===== src/sv/jpid_pkg.sv =====
// ----------------------------------------------------------------------------
// jpid_pkg
// Shared widths, fixed-point constants, register codes and stage payload
// types for the joint angle PID drive core.
// ----------------------------------------------------------------------------
package jpid_pkg;

    // Fixed-point setup
    localparam int ACCUM_WIDTH     = 32;
    localparam int GAIN_FRAC_BITS  = 8;
    localparam int ANGLE_FRAC_BITS = 4;

    // Field widths
    localparam int GAIN_W     = 16;
    localparam int ANGLE_W    = 14;
    localparam int TARGET_W   = 13;
    localparam int ERR_W      = 14;
    localparam int DUTY_W     = 8;
    localparam int CFG_IDX_W  = 4;
    localparam int CFG_DATA_W = 16;

    // Angle constants in 1/2^ANGLE_FRAC_BITS degree, full duty and unity gain
    localparam int HALF_TURN = 180 << ANGLE_FRAC_BITS;
    localparam int FULL_TURN = 360 << ANGLE_FRAC_BITS;
    localparam int DUTY_FULL = 255;
    localparam int GAIN_ONE  = 1 << GAIN_FRAC_BITS;

    // Product and sum widths
    localparam int PE_W     = GAIN_W + ERR_W;
    localparam int PI_W     = GAIN_W + ACCUM_WIDTH;
    localparam int SUM_W    = PI_W + 2;
    localparam int SCALE_SH = GAIN_FRAC_BITS + ANGLE_FRAC_BITS;

    // Item request codes
    localparam logic REQ_TICK       = 1'b0;
    localparam logic REQ_SET_TARGET = 1'b1;

    // Register indexes of the configuration port
    typedef enum logic [CFG_IDX_W-1:0] {
        CFG_GAIN_PROP   = CFG_IDX_W'(0),
        CFG_GAIN_INTEG  = CFG_IDX_W'(1),
        CFG_GAIN_DERIV  = CFG_IDX_W'(2),
        CFG_DRIVE_LIMIT = CFG_IDX_W'(3)
    } t_cfg_index;

    typedef struct packed {
        logic signed [GAIN_W-1:0] prop;
        logic signed [GAIN_W-1:0] integ;
        logic signed [GAIN_W-1:0] deriv;
        logic        [DUTY_W-1:0] limit;
    } t_gains;

    typedef struct packed {
        logic                          valid;
        logic                          held;
        logic signed [ERR_W-1:0]       err;
        logic signed [ACCUM_WIDTH-1:0] total;
        logic signed [ERR_W-1:0]       change;
    } t_err_item;

    typedef struct packed {
        logic                   valid;
        logic                   held;
        logic signed [PE_W-1:0] p_term;
        logic signed [PI_W-1:0] i_term;
        logic signed [PE_W-1:0] d_term;
    } t_prod_item;

    typedef struct packed {
        logic                    valid;
        logic                    held;
        logic signed [SUM_W-1:0] sum;
    } t_sum_item;

endpackage


===== src/sv/jpid_cfg_regs.sv =====
// ----------------------------------------------------------------------------
// jpid_cfg_regs
// Gain and drive limit register file, written through the config channel.
// ----------------------------------------------------------------------------
module jpid_cfg_regs (
    input  logic                            i_clk,
    input  logic                            i_rst_n,
    input  logic                            i_wr_en,
    input  logic [jpid_pkg::CFG_IDX_W-1:0]  i_wr_index,
    input  logic [jpid_pkg::CFG_DATA_W-1:0] i_wr_data,
    output jpid_pkg::t_gains                o_gains
);
    import jpid_pkg::*;

    t_gains r_gains;
    t_gains n_gains;

    always_comb begin
        n_gains = r_gains;
        if (i_wr_en) begin
            case (i_wr_index)
                CFG_GAIN_PROP:   n_gains.prop  = $signed(i_wr_data[GAIN_W-1:0]);
                CFG_GAIN_INTEG:  n_gains.integ = $signed(i_wr_data[GAIN_W-1:0]);
                CFG_GAIN_DERIV:  n_gains.deriv = $signed(i_wr_data[GAIN_W-1:0]);
                CFG_DRIVE_LIMIT: n_gains.limit = i_wr_data[DUTY_W-1:0];
                default:         n_gains = r_gains;
            endcase
        end
    end

    always_ff @(posedge i_clk) begin
        if (!i_rst_n) begin
            r_gains.prop  <= GAIN_W'(GAIN_ONE);
            r_gains.integ <= '0;
            r_gains.deriv <= '0;
            r_gains.limit <= DUTY_W'(DUTY_FULL);
        end else begin
            r_gains <= n_gains;
        end
    end

    assign o_gains = r_gains;

endmodule


===== src/sv/jpid_err_stage.sv =====
// ----------------------------------------------------------------------------
// jpid_err_stage
// Input register plus controller state: sample check, wrapped error,
// saturating error sum and error change.
// ----------------------------------------------------------------------------
module jpid_err_stage (
    input  logic                                 i_clk,
    input  logic                                 i_rst_n,
    input  logic                                 i_adv,
    input  logic                                 i_in_valid,
    input  logic                                 i_req_type,
    input  logic signed [jpid_pkg::ANGLE_W-1:0]  i_angle_sample,
    input  logic        [jpid_pkg::TARGET_W-1:0] i_target_angle,
    output jpid_pkg::t_err_item                  o_item
);
    import jpid_pkg::*;

    localparam logic signed [ERR_W-1:0] HALF_S = ERR_W'(HALF_TURN);
    localparam logic signed [ERR_W-1:0] FULL_S = ERR_W'(FULL_TURN);
    localparam logic [TARGET_W-1:0]     FULL_U = TARGET_W'(FULL_TURN);

    // Input register
    logic                       r_in_valid;
    logic                       r_req_type;
    logic signed [ANGLE_W-1:0]  r_angle;
    logic        [TARGET_W-1:0] r_target;

    // Controller state
    logic        [TARGET_W-1:0]    r_target_hold, n_target_hold;
    logic        [TARGET_W-1:0]    r_good_angle, n_good_angle;
    logic signed [ERR_W-1:0]       r_prev_error, n_prev_error;
    logic signed [ACCUM_WIDTH-1:0] r_error_total, n_error_total;

    t_err_item r_item, n_item;

    logic                          sample_ok;
    logic        [TARGET_W-1:0]    use_angle;
    logic signed [ERR_W-1:0]       raw_err;
    logic signed [ERR_W-1:0]       wrap_err;
    logic signed [ACCUM_WIDTH:0]   total_x;
    logic signed [ACCUM_WIDTH-1:0] total_sat;

    always_comb begin
        sample_ok = !r_angle[ANGLE_W-1] && (r_angle <= FULL_S);
        use_angle = sample_ok ? r_angle[TARGET_W-1:0] : r_good_angle;
        raw_err   = $signed({1'b0, r_target_hold}) - $signed({1'b0, use_angle});
        if (raw_err > HALF_S) begin
            wrap_err = raw_err - FULL_S;
        end else if (raw_err < -HALF_S) begin
            wrap_err = raw_err + FULL_S;
        end else begin
            wrap_err = raw_err;
        end
        total_x = {r_error_total[ACCUM_WIDTH-1], r_error_total}
                + {{(ACCUM_WIDTH+1-ERR_W){wrap_err[ERR_W-1]}}, wrap_err};
        // Saturate on overflow toward the sign of the true sum
        if (total_x[ACCUM_WIDTH] != total_x[ACCUM_WIDTH-1]) begin
            total_sat = {total_x[ACCUM_WIDTH], {(ACCUM_WIDTH-1){!total_x[ACCUM_WIDTH]}}};
        end else begin
            total_sat = total_x[ACCUM_WIDTH-1:0];
        end
    end

    always_comb begin
        n_target_hold = r_target_hold;
        n_good_angle  = r_good_angle;
        n_prev_error  = r_prev_error;
        n_error_total = r_error_total;
        n_item        = r_item;
        if (i_adv) begin
            n_item.valid  = 1'b0;
            n_item.held   = !sample_ok;
            n_item.err    = wrap_err;
            n_item.total  = total_sat;
            n_item.change = wrap_err - r_prev_error;
            if (r_in_valid && (r_req_type == REQ_SET_TARGET)) begin
                n_target_hold = (r_target > FULL_U) ? FULL_U : r_target;
                n_prev_error  = '0;
                n_error_total = '0;
            end else if (r_in_valid) begin
                n_item.valid  = 1'b1;
                n_good_angle  = use_angle;
                n_prev_error  = wrap_err;
                n_error_total = total_sat;
            end
        end
    end

    always_ff @(posedge i_clk) begin
        if (!i_rst_n) begin
            r_in_valid    <= 1'b0;
            r_target_hold <= '0;
            r_good_angle  <= '0;
            r_prev_error  <= '0;
            r_error_total <= '0;
            r_item.valid  <= 1'b0;
        end else begin
            if (i_adv) begin
                r_in_valid <= i_in_valid;
            end
            r_target_hold <= n_target_hold;
            r_good_angle  <= n_good_angle;
            r_prev_error  <= n_prev_error;
            r_error_total <= n_error_total;
            r_item.valid  <= n_item.valid;
        end
    end

    always_ff @(posedge i_clk) begin
        if (i_adv) begin
            r_req_type <= i_req_type;
            r_angle    <= i_angle_sample;
            r_target   <= i_target_angle;
        end
        r_item.held   <= n_item.held;
        r_item.err    <= n_item.err;
        r_item.total  <= n_item.total;
        r_item.change <= n_item.change;
    end

    assign o_item = r_item;

endmodule


===== src/sv/jpid_mac.sv =====
// ----------------------------------------------------------------------------
// jpid_mac
// Two-stage multiply and add: registered gain products, then their sum.
// ----------------------------------------------------------------------------
module jpid_mac (
    input  logic                 i_clk,
    input  logic                 i_rst_n,
    input  logic                 i_adv,
    input  jpid_pkg::t_gains     i_gains,
    input  jpid_pkg::t_err_item  i_item,
    output jpid_pkg::t_sum_item  o_item
);
    import jpid_pkg::*;

    t_prod_item r_prod, n_prod;
    t_sum_item  r_sum, n_sum;

    always_comb begin
        n_prod.valid  = i_item.valid;
        n_prod.held   = i_item.held;
        n_prod.p_term = PE_W'($signed(i_gains.prop) * $signed(i_item.err));
        n_prod.i_term = PI_W'($signed(i_gains.integ) * $signed(i_item.total));
        n_prod.d_term = PE_W'($signed(i_gains.deriv) * $signed(i_item.change));

        n_sum.valid = r_prod.valid;
        n_sum.held  = r_prod.held;
        n_sum.sum   = {{(SUM_W-PE_W){r_prod.p_term[PE_W-1]}}, r_prod.p_term}
                    + {{(SUM_W-PI_W){r_prod.i_term[PI_W-1]}}, r_prod.i_term}
                    + {{(SUM_W-PE_W){r_prod.d_term[PE_W-1]}}, r_prod.d_term};
    end

    always_ff @(posedge i_clk) begin
        if (!i_rst_n) begin
            r_prod.valid <= 1'b0;
            r_sum.valid  <= 1'b0;
        end else if (i_adv) begin
            r_prod.valid <= n_prod.valid;
            r_sum.valid  <= n_sum.valid;
        end
    end

    always_ff @(posedge i_clk) begin
        if (i_adv) begin
            r_prod.held   <= n_prod.held;
            r_prod.p_term <= n_prod.p_term;
            r_prod.i_term <= n_prod.i_term;
            r_prod.d_term <= n_prod.d_term;
            r_sum.held    <= n_sum.held;
            r_sum.sum     <= n_sum.sum;
        end
    end

    assign o_item = r_sum;

endmodule


===== src/sv/jpid_drive_out.sv =====
// ----------------------------------------------------------------------------
// jpid_drive_out
// Scale down toward zero, clamp to the drive limit, split into magnitude and
// direction, and hold the result until it is taken.
// ----------------------------------------------------------------------------
module jpid_drive_out (
    input  logic                         i_clk,
    input  logic                         i_rst_n,
    input  logic                         i_adv,
    input  logic [jpid_pkg::DUTY_W-1:0]  i_limit,
    input  jpid_pkg::t_sum_item          i_item,
    output logic                         o_valid,
    output logic [jpid_pkg::DUTY_W-1:0]  o_pwm_duty,
    output logic                         o_reverse,
    output logic                         o_sample_held
);
    import jpid_pkg::*;

    logic                r_valid;
    logic [DUTY_W-1:0]   r_duty, n_duty;
    logic                r_reverse, n_reverse;
    logic                r_held;

    logic                sum_neg;
    logic [SUM_W-1:0]    sum_abs;
    logic [SUM_W-1:0]    mag_raw;
    logic [SUM_W-1:0]    limit_x;

    always_comb begin
        // Truncation toward zero is a shift of the magnitude
        sum_neg   = i_item.sum[SUM_W-1];
        sum_abs   = sum_neg ? (SUM_W'(0) - SUM_W'(i_item.sum)) : SUM_W'(i_item.sum);
        mag_raw   = sum_abs >> SCALE_SH;
        limit_x   = SUM_W'(i_limit);
        n_duty    = (mag_raw > limit_x) ? i_limit : mag_raw[DUTY_W-1:0];
        n_reverse = sum_neg && (n_duty != '0);
    end

    always_ff @(posedge i_clk) begin
        if (!i_rst_n) begin
            r_valid <= 1'b0;
        end else if (i_adv) begin
            r_valid <= i_item.valid;
        end
    end

    always_ff @(posedge i_clk) begin
        if (i_adv) begin
            r_duty    <= n_duty;
            r_reverse <= n_reverse;
            r_held    <= i_item.held;
        end
    end

    assign o_valid       = r_valid;
    assign o_pwm_duty    = r_duty;
    assign o_reverse     = r_reverse;
    assign o_sample_held = r_held;

endmodule


===== src/sv/joint_angle_pid_drive_core.sv =====
// ----------------------------------------------------------------------------
// joint_angle_pid_drive_core
// Discrete PID position controller for one motor joint: angle samples in,
// PWM duty magnitude and direction out.
// ----------------------------------------------------------------------------
//
//  Channel  | Direction | Handshake                  | Payload
//  ---------+-----------+----------------------------+-------------------------------
//  in       | input     | i_in_valid / o_in_ready    | req_type, angle_sample, target
//  out      | output    | o_out_valid / i_out_ready  | pwm_duty, reverse, sample_held
//  cfg      | input     | i_cfg_valid / o_cfg_ready  | cfg_index, cfg_data
//
//  One item per cycle while no result waits untaken. A tick's transfer loads the
//  input register; its result then passes the error stage, product, sum and
//  result registers. The error sum update is a single add and saturate in the
//  error stage, so ticks may follow each other with no gap. Set-target items
//  give no result. Reset (synchronous, active low) clears the controller state
//  and the gains to their defaults. The pipeline moves as a whole: when a
//  result waits untaken, every stage holds and o_in_ready drops.
//
module joint_angle_pid_drive_core (
    input  logic                                 i_clk,
    input  logic                                 i_rst_n,
    // input item
    input  logic                                 i_in_valid,
    output logic                                 o_in_ready,
    input  logic                                 i_req_type,
    input  logic signed [jpid_pkg::ANGLE_W-1:0]  i_angle_sample,
    input  logic        [jpid_pkg::TARGET_W-1:0] i_target_angle,
    // result item
    output logic                                 o_out_valid,
    input  logic                                 i_out_ready,
    output logic        [jpid_pkg::DUTY_W-1:0]   o_pwm_duty,
    output logic                                 o_reverse,
    output logic                                 o_sample_held,
    // configuration writes
    input  logic                                 i_cfg_valid,
    output logic                                 o_cfg_ready,
    input  logic        [jpid_pkg::CFG_IDX_W-1:0]  i_cfg_index,
    input  logic        [jpid_pkg::CFG_DATA_W-1:0] i_cfg_data
);
    import jpid_pkg::*;

    t_gains    gains;
    t_err_item err_item;
    t_sum_item sum_item;
    logic      adv;

    // Advance every stage unless a finished result is still waiting
    assign adv        = !o_out_valid || i_out_ready;
    assign o_in_ready = adv;

    // Config writes are always taken
    assign o_cfg_ready = 1'b1;

    jpid_cfg_regs u_cfg_regs (
        .i_clk      (i_clk),
        .i_rst_n    (i_rst_n),
        .i_wr_en    (i_cfg_valid),
        .i_wr_index (i_cfg_index),
        .i_wr_data  (i_cfg_data),
        .o_gains    (gains)
    );

    // Hold the sample, update target, last good angle, error and error sum
    jpid_err_stage u_err_stage (
        .i_clk          (i_clk),
        .i_rst_n        (i_rst_n),
        .i_adv          (adv),
        .i_in_valid     (i_in_valid),
        .i_req_type     (i_req_type),
        .i_angle_sample (i_angle_sample),
        .i_target_angle (i_target_angle),
        .o_item         (err_item)
    );

    // Form the three gain products, then the PID sum
    jpid_mac u_mac (
        .i_clk   (i_clk),
        .i_rst_n (i_rst_n),
        .i_adv   (adv),
        .i_gains (gains),
        .i_item  (err_item),
        .o_item  (sum_item)
    );

    // Scale, clamp and drive the result register
    jpid_drive_out u_drive_out (
        .i_clk         (i_clk),
        .i_rst_n       (i_rst_n),
        .i_adv         (adv),
        .i_limit       (gains.limit),
        .i_item        (sum_item),
        .o_valid       (o_out_valid),
        .o_pwm_duty    (o_pwm_duty),
        .o_reverse     (o_reverse),
        .o_sample_held (o_sample_held)
    );

endmodule

===== config.mk =====
export PLATFORM = sky130hd
export DESIGN_NAME = joint_angle_pid_drive_core
export DESIGN_NICKNAME = d
export VERILOG_FILES = /design/src/sv/jpid_pkg.sv /design/src/sv/jpid_cfg_regs.sv /design/src/sv/jpid_err_stage.sv /design/src/sv/jpid_mac.sv /design/src/sv/jpid_drive_out.sv /design/src/sv/joint_angle_pid_drive_core.sv
export SDC_FILE = /design/constraint.sdc
export NUM_CORES = 2
export LEC_CHECK = 0
export BUFFER_PORTS_ARGS = -buffer_cell sky130_fd_sc_hd__buf_2
export CAP_MARGIN = 0
export CORE_UTILIZATION = 60
export DETAILED_ROUTE_END_ITERATION = 16
export PLACE_DENSITY_LB_ADDON = 0.08
export SLEW_MARGIN = 30
export SYNTH_ARGS = -nofsm -noshare
export SYNTH_HDL_FRONTEND = slang
export SYNTH_SLANG_ARGS = --single-unit
export TNS_END_PERCENT = 1

===== constraint.sdc =====
create_clock -name i_clk -period 25.1 [get_ports i_clk]
set_input_delay 6.275 -clock i_clk [delete_from_list [all_inputs] [get_ports i_clk]]
set_output_delay 6.275 -clock i_clk [all_outputs]
set_load 0.05 [all_outputs]

; ---- After elaboration in Yosys (flattened, before gate mapping)
; Index checks and enable logic that the tools add are counted.
[classes]
magnitude_cmp = 5
addsub = 8
muxes = 13
bitwise_logic = 1
n_mul = 3
n_reduce_logical = 18
eq_ne = 4
[ops]
columns = op, n
row1 = 32-bit 2-to-1 mux, 3
row2 = 16-bit by 14-bit multiplier with 30-bit output, 2
row3 = 14-bit 2-to-1 mux, 4
row4 = 50-bit adder, 1
row5 = 50-bit 2-to-1 mux, 1
row6 = 1-bit by 50-bit subtractor with 50-bit output (first input constant), 1
row7 = 30-bit by 48-bit adder with 49-bit output, 1
row8 = 16-bit by 32-bit multiplier with 48-bit output, 1
row9 = 38-bit by 8-bit > comparator with 1-bit output, 1
row10 = 32-bit by 14-bit adder with 33-bit output, 1
row11 = 13-bit 2-to-1 mux, 2
row12 = 14-bit adder (second input constant), 1
row13 = 14-bit by 13-bit > comparator with 1-bit output (second input constant), 1
row14 = 14-bit less-or-equal comparator (second input constant), 1
row15 = 14-bit by 13-bit < comparator with 1-bit output (second input constant), 1
row16 = 13-bit by 13-bit subtractor with 14-bit output, 1
row17 = 14-bit subtractor, 1
row18 = 14-bit subtractor (second input constant), 1
row19 = 13-bit > comparator (second input constant), 1
row20 = 2-bit AND reduction, 6
row21 = 4-bit by 2-bit == test with 1-bit output (second input constant), 2
row22 = 8-bit 2-to-1 mux, 1
row23 = 8-bit nonzero test, 1
row24 = 4-bit by 1-bit == test with 1-bit output (second input constant), 1
row25 = other kinds (9), 15
[word_totals]
in_bits = 53
elab_cells = 81
register_bits = 392
out_inout_bits = 13

; ---- Longest topological paths before layout
[depth]
ltp_word = 12
mapped_depth = 36
depth_no_buf = 34

; ---- Hierarchy
; Synthesis repeated with hierarchy kept, for this count alone.
[unflattened]
hier_cells = 5823
hier_area_um2 = 56045.0
[modules_own_cells]
columns = mod, area_per_inst_um2, n_inst, cells_each, seq_area_each_um2
row1 = jpid_mac, 42699.7, 1, 4438, 4844.6
row2 = jpid_err_stage, 9226.3, 1, 912, 4154.0
row3 = jpid_cfg_regs, 2182.1, 1, 213, 1121.1
row4 = jpid_drive_out, 1919.3, 1, 257, 320.3
row5 = joint_angle_pid_drive_core, 17.5, 1, 3, 0.0

; ---- Worst setup path before layout
; OpenSTA, ideal clock, no wires.
[synth_timing]
kind = input port to output port
startpoint = input i_out_ready
endpoint = output o_in_ready
required_ns = 18.825
cell_stages = 2
t_arrival_ns = 11.722
setup_slack_ns = 7.103
n_path_buf = 0
path_cell_list = nor2b_1 inv_1
[synth_between]
elab_chain_len = 1
[synth_rtl]
columns = item, line_no
row1 = "start, declared", joint_angle_pid_drive_core.sv:32  ; input logic i_out_ready,
row2 = 1-bit logical OR, joint_angle_pid_drive_core.sv:50  ; assign adv = !o_out_valid || i_out_ready;
row3 = "end, declared", joint_angle_pid_drive_core.sv:26  ; output logic o_in_ready,
; Every way passes these cells.

; ---- Worst setup path in the final report
; Same ends and word-level chain as after synthesis.

==> run_results.csv <==
group,metric,value,unit
detailed_routing,num_vias,39282,
detailed_routing,wl_per_cell,19.1,um
worst_setup_path,crit_buf_inv,3,
detailed_routing,drt_iter0_markers,2271,
synth,synth_cell_type_count,92,
cells_and_area,final_common_cell,"inv_1",
synth,synth_edf_count,259,
worst_setup_path,r2r_setup_slack,15880,ps
synth,synthCells,5745,
die,dieHeight,305,um
power_and_ir_drop,ir_worst_vdd,110,uV
clock_network,cts_resized,0,
global_route,grt_pass1_wl,217,mm
timing,tightest_slew,1060,ps
power_and_ir_drop,p_sw_share,47.6,%
clock_network,numCtsBuffers,50,
synth,ys.flop_type,"edfxtp_1",
power_and_ir_drop,combinationalPowerShare,60.4,%
global_route,grt_max_degree,93,
timing,final_max_slew_viol_count,0,
clock_network,htreeDepth,2,
place,port_buffers,64,
worst_setup_path,critPathSlowestCell,"nor2b_1",
place,place_area,0.0566,sq mm
cells_and_area,post-route-util,64.4,%
timing,holdWs,416,ps
cells_and_area,drive_above_1_share,4.02,%
worst_setup_path,crit_path_cell_trace,"buf_2, nor2b_1, inv_8, buf_2",
detailed_routing,vias_per_cell,5.68,
die,start_util,61.0,%
place,place.detailed.hpwl,103,mm
clock_network,path_clk_slew,60,ps
timing,min_period_over_period,55.1,%
global_route,grt_usage,29.5,%
outcome,run_status,"finished, final reports clean",
die,rows,110,
detailed_routing,routed_wl,132,mm
synth,synthesis.area,0.0553,sq mm
synth,syn-num-nets,7146,
timing,clock.fmax,72.4,MHz
worst_setup_path,cp.required,18820,ps
synth,ys_seq_area_share,18.9,%
die,coreArea,0.0906,sq mm
clock_network,cts.sinks,392,
timing,hold_viol_final,0,
worst_setup_path,cpPeakStageDelay,490,ps
worst_setup_path,r2r_cells,33,
clock_network,hold_buffers,0,
job,max_cap_viol_count,0,
timing,setup_viol,0,
clock_network,cts_tree,"built",
power_and_ir_drop,power.density,91.4,mW/mm^2
die,die_area,0.0933,sq mm
detailed_routing,met3_length,9.69,mm
worst_setup_path,cp_common_cell,"buf_2",
power_and_ir_drop,pwr-share-clk,14.1,%
worst_setup_path,crit_fanout,60,
clock_network,clockBufferDepth,3,
timing,period_minus_slack,13820,ps
timing,finalSetupTns,0,ps
synth,synth.avg_cell_area,9.62,sq um
power_and_ir_drop,p_sw,2540,uW
power_and_ir_drop,leakagePower,0.0262,uW
global_route,overflow,0,
worst_setup_path,regToRegEndpoint,"u_err_stage.r_error_total[30]$_SDFFE_PN0P_",
synth,ys_ff_latch,392,
cells_and_area,fin_area,0.0583,sq mm
worst_setup_path,crit_family,"buffers and inverters",
place,routabilityCongestion,0.882,
timing,slew_headroom,29.1,%
worst_setup_path,end_kind,"output pin",
worst_setup_path,crit_cells,4,
synth,postSynth.asyncResetShare,0,%
global_route,grt_antenna_before_repair,5,
detailed_routing,wl_met2,62.0,mm
detailed_routing,top_layer,"met5",
worst_hold_path,hp-class,"flop to flop",
timing,fin_skew,32.7,ps
clock_network,post_cts_buffers,0,
worst_setup_path,startpoint,"i_out_ready",
global_route,grt_pass1_vias,41041,
die,die_w,305,um
cells_and_area,nets,7103,
worst_setup_path,endpoint,"o_in_ready",
worst_setup_path,criticalPathCategory,"primary input to output pin",
worst_setup_path,worstPathArrival,7540,ps
worst_setup_path,start_kind,"primary input",
cells_and_area,area_growth,5.52,%
detailed_routing,first_pass_iters,6,
power_and_ir_drop,internal_power,2790,uW
worst_setup_path,r2r-start,"u_err_stage.r_angle[13]$_DFFE_PN_",
detailed_routing,drtAntennaViolNets,0,
detailed_routing,drt-met1-wl,56.8,mm
clock_network,clkLatencyLatePin,640,ps
timing,rsz0062_at_grt,"false",
synth,yosysWarningCount,0,
detailed_routing,drc,0,
cells_and_area,final_cell_mix,"inv_1 (971), fa_1 (929), nand2_1 (784), ha_1 (419), and2_1 (356)",
die,io_pins,66,
clock_network,root_buffer,"clkbuf_16",
power_and_ir_drop,pwr-share-seq,25.5,%
## worst reg2reg max path, delay by kind of cell (launching register included)
| kind | cells | cell delay [ps] |
|---|---|---|
| fa+ha+maj | 2 | 730 |
| mux | 2 | 540 |
| xor+xnor | 3 | 1000 |
| compound gates | 15 | 3380 |
| buf+inv | 2 | 560 |
| simple gates | 9 | 2430 |
| flops | 1 | 490 |
## cells by family (layout without fill, tap and decap cells)
logic type,after synthesis,in the layout,synth area share [%]
AOI/OAI and AO/OA,775,775,9.30
xor gates and xnor gates,262,262,4.15
adders and majority gates,1369,1369,43.5
buffers and inverters,1164,1160,7.93
DFF,392,392,18.9
muxes,57,57,1.04
other,1,4,0.00679
and+or+nand+nor,1725,1725,15.2
## layer usage
| metal | track usage, % | vias to the layer above |
|---|---|---|
| met5 | 0 | - |
| met4 | 8.51 | 4 |
| met3 | 6.00 | 222 |
| met2 | 48.8 | 1074 |
| met1 | 39.5 | 19768 |
| li1 | - | 18214 |
## through the flow
step,setup WS (ps),cells,power (uW)
2_1_floorplan,7100,5745,3640
3_3_place_gp,11280,6826,4510
3_5_place_dp,11280,6826,4570
4_1_cts,11270,6917,5340
5_1_grt,11190,6917,5780
6_report,11280,6920,5330
## Yosys cell counts, drive strengths merged (13+ instances only)
| cell | n | area [sq um] |
|---|---|---|
| xor2 | 70 | 613 |
| fa | 929 | 18600 |
| nor4 | 13 | 81.3 |
| edfxtp | 259 | 7780 |
| o31ai | 14 | 110 |
| mux2i | 55 | 551 |
| a21oi | 187 | 940 |
| dfxtp | 133 | 2660 |
| xnor2 | 192 | 1680 |
| a31oi | 23 | 159 |
| and2 | 357 | 2230 |
| and3 | 25 | 156 |
| nand2b | 97 | 607 |
| maj3 | 21 | 210 |
| inv | 973 | 3650 |
| o21ai | 161 | 806 |
| a211oi | 23 | 173 |
| nand3 | 54 | 275 |
| nor2 | 181 | 679 |
| nor3 | 49 | 257 |
| a21boi | 46 | 345 |
| nand4 | 15 | 93.8 |
| o211a | 13 | 130 |
| o21bai | 38 | 285 |
| nand2 | 785 | 2950 |
| o21a | 35 | 263 |
| nor2b | 74 | 463 |
| o2111ai | 17 | 149 |
| clkbuf | 181 | 679 |
| or3 | 25 | 161 |
| ha | 419 | 5240 |
| a21o | 107 | 803 |
## power groups by stage
| stage | sequential (uW) | clock, uW | combinational, uW |
|---|---|---|---|
| 6_report | 1360 | 750 | 3220 |
| 3_3_place_gp | 1360 | 0 | 3160 |
| 4_1_cts | 1350 | 765 | 3230 |
| 2_1_floorplan | 1120 | 0 | 2520 |
| 3_5_place_dp | 1360 | 0 | 3210 |
| 5_1_grt | 1380 | 789 | 3610 |
## how the worst min path moves through the flow
stage	start	endpoint	cells after the start
5_1_grt	u_mac.o_item[50]$_DFFE_PN_	u_drive_out.o_sample_held$_DFFE_PN_	0
6_report	u_mac.o_item[50]$_DFFE_PN_	u_drive_out.o_sample_held$_DFFE_PN_	0
4_1_cts	u_mac.o_item[50]$_DFFE_PN_	u_drive_out.o_sample_held$_DFFE_PN_	0
3_5_place_dp	u_mac.o_item[50]$_DFFE_PN_	u_drive_out.o_sample_held$_DFFE_PN_	0
2_1_floorplan	u_mac.o_item[50]$_DFFE_PN_	u_drive_out.o_sample_held$_DFFE_PN_	0
3_3_place_gp	u_mac.o_item[50]$_DFFE_PN_	u_drive_out.o_sample_held$_DFFE_PN_	0
## sequential cells by signal, indices dropped and copies added (netlist names), 14 cells and up
name / count
u_mac.r_prod: 108
u_cfg_regs.o_gains: 56
u_err_stage.r_angle: 14
u_mac.o_item: 52
u_err_stage.r_error_total: 32
u_err_stage.o_item: 62
u_err_stage.r_prev_error: 14
## cell type report
cell class	instances	area (sq um)
fillers	7578	32200
clock inverters	30	382
inverters	973	3660
well taps	1176	1470
repair buffers	96	564
multi-input cells	4189	40500
clock buffers	61	1310
flip-flops and latches	392	10400
diodes	3	7.51
Note: power is estimated with default switching activity, not from simulation.
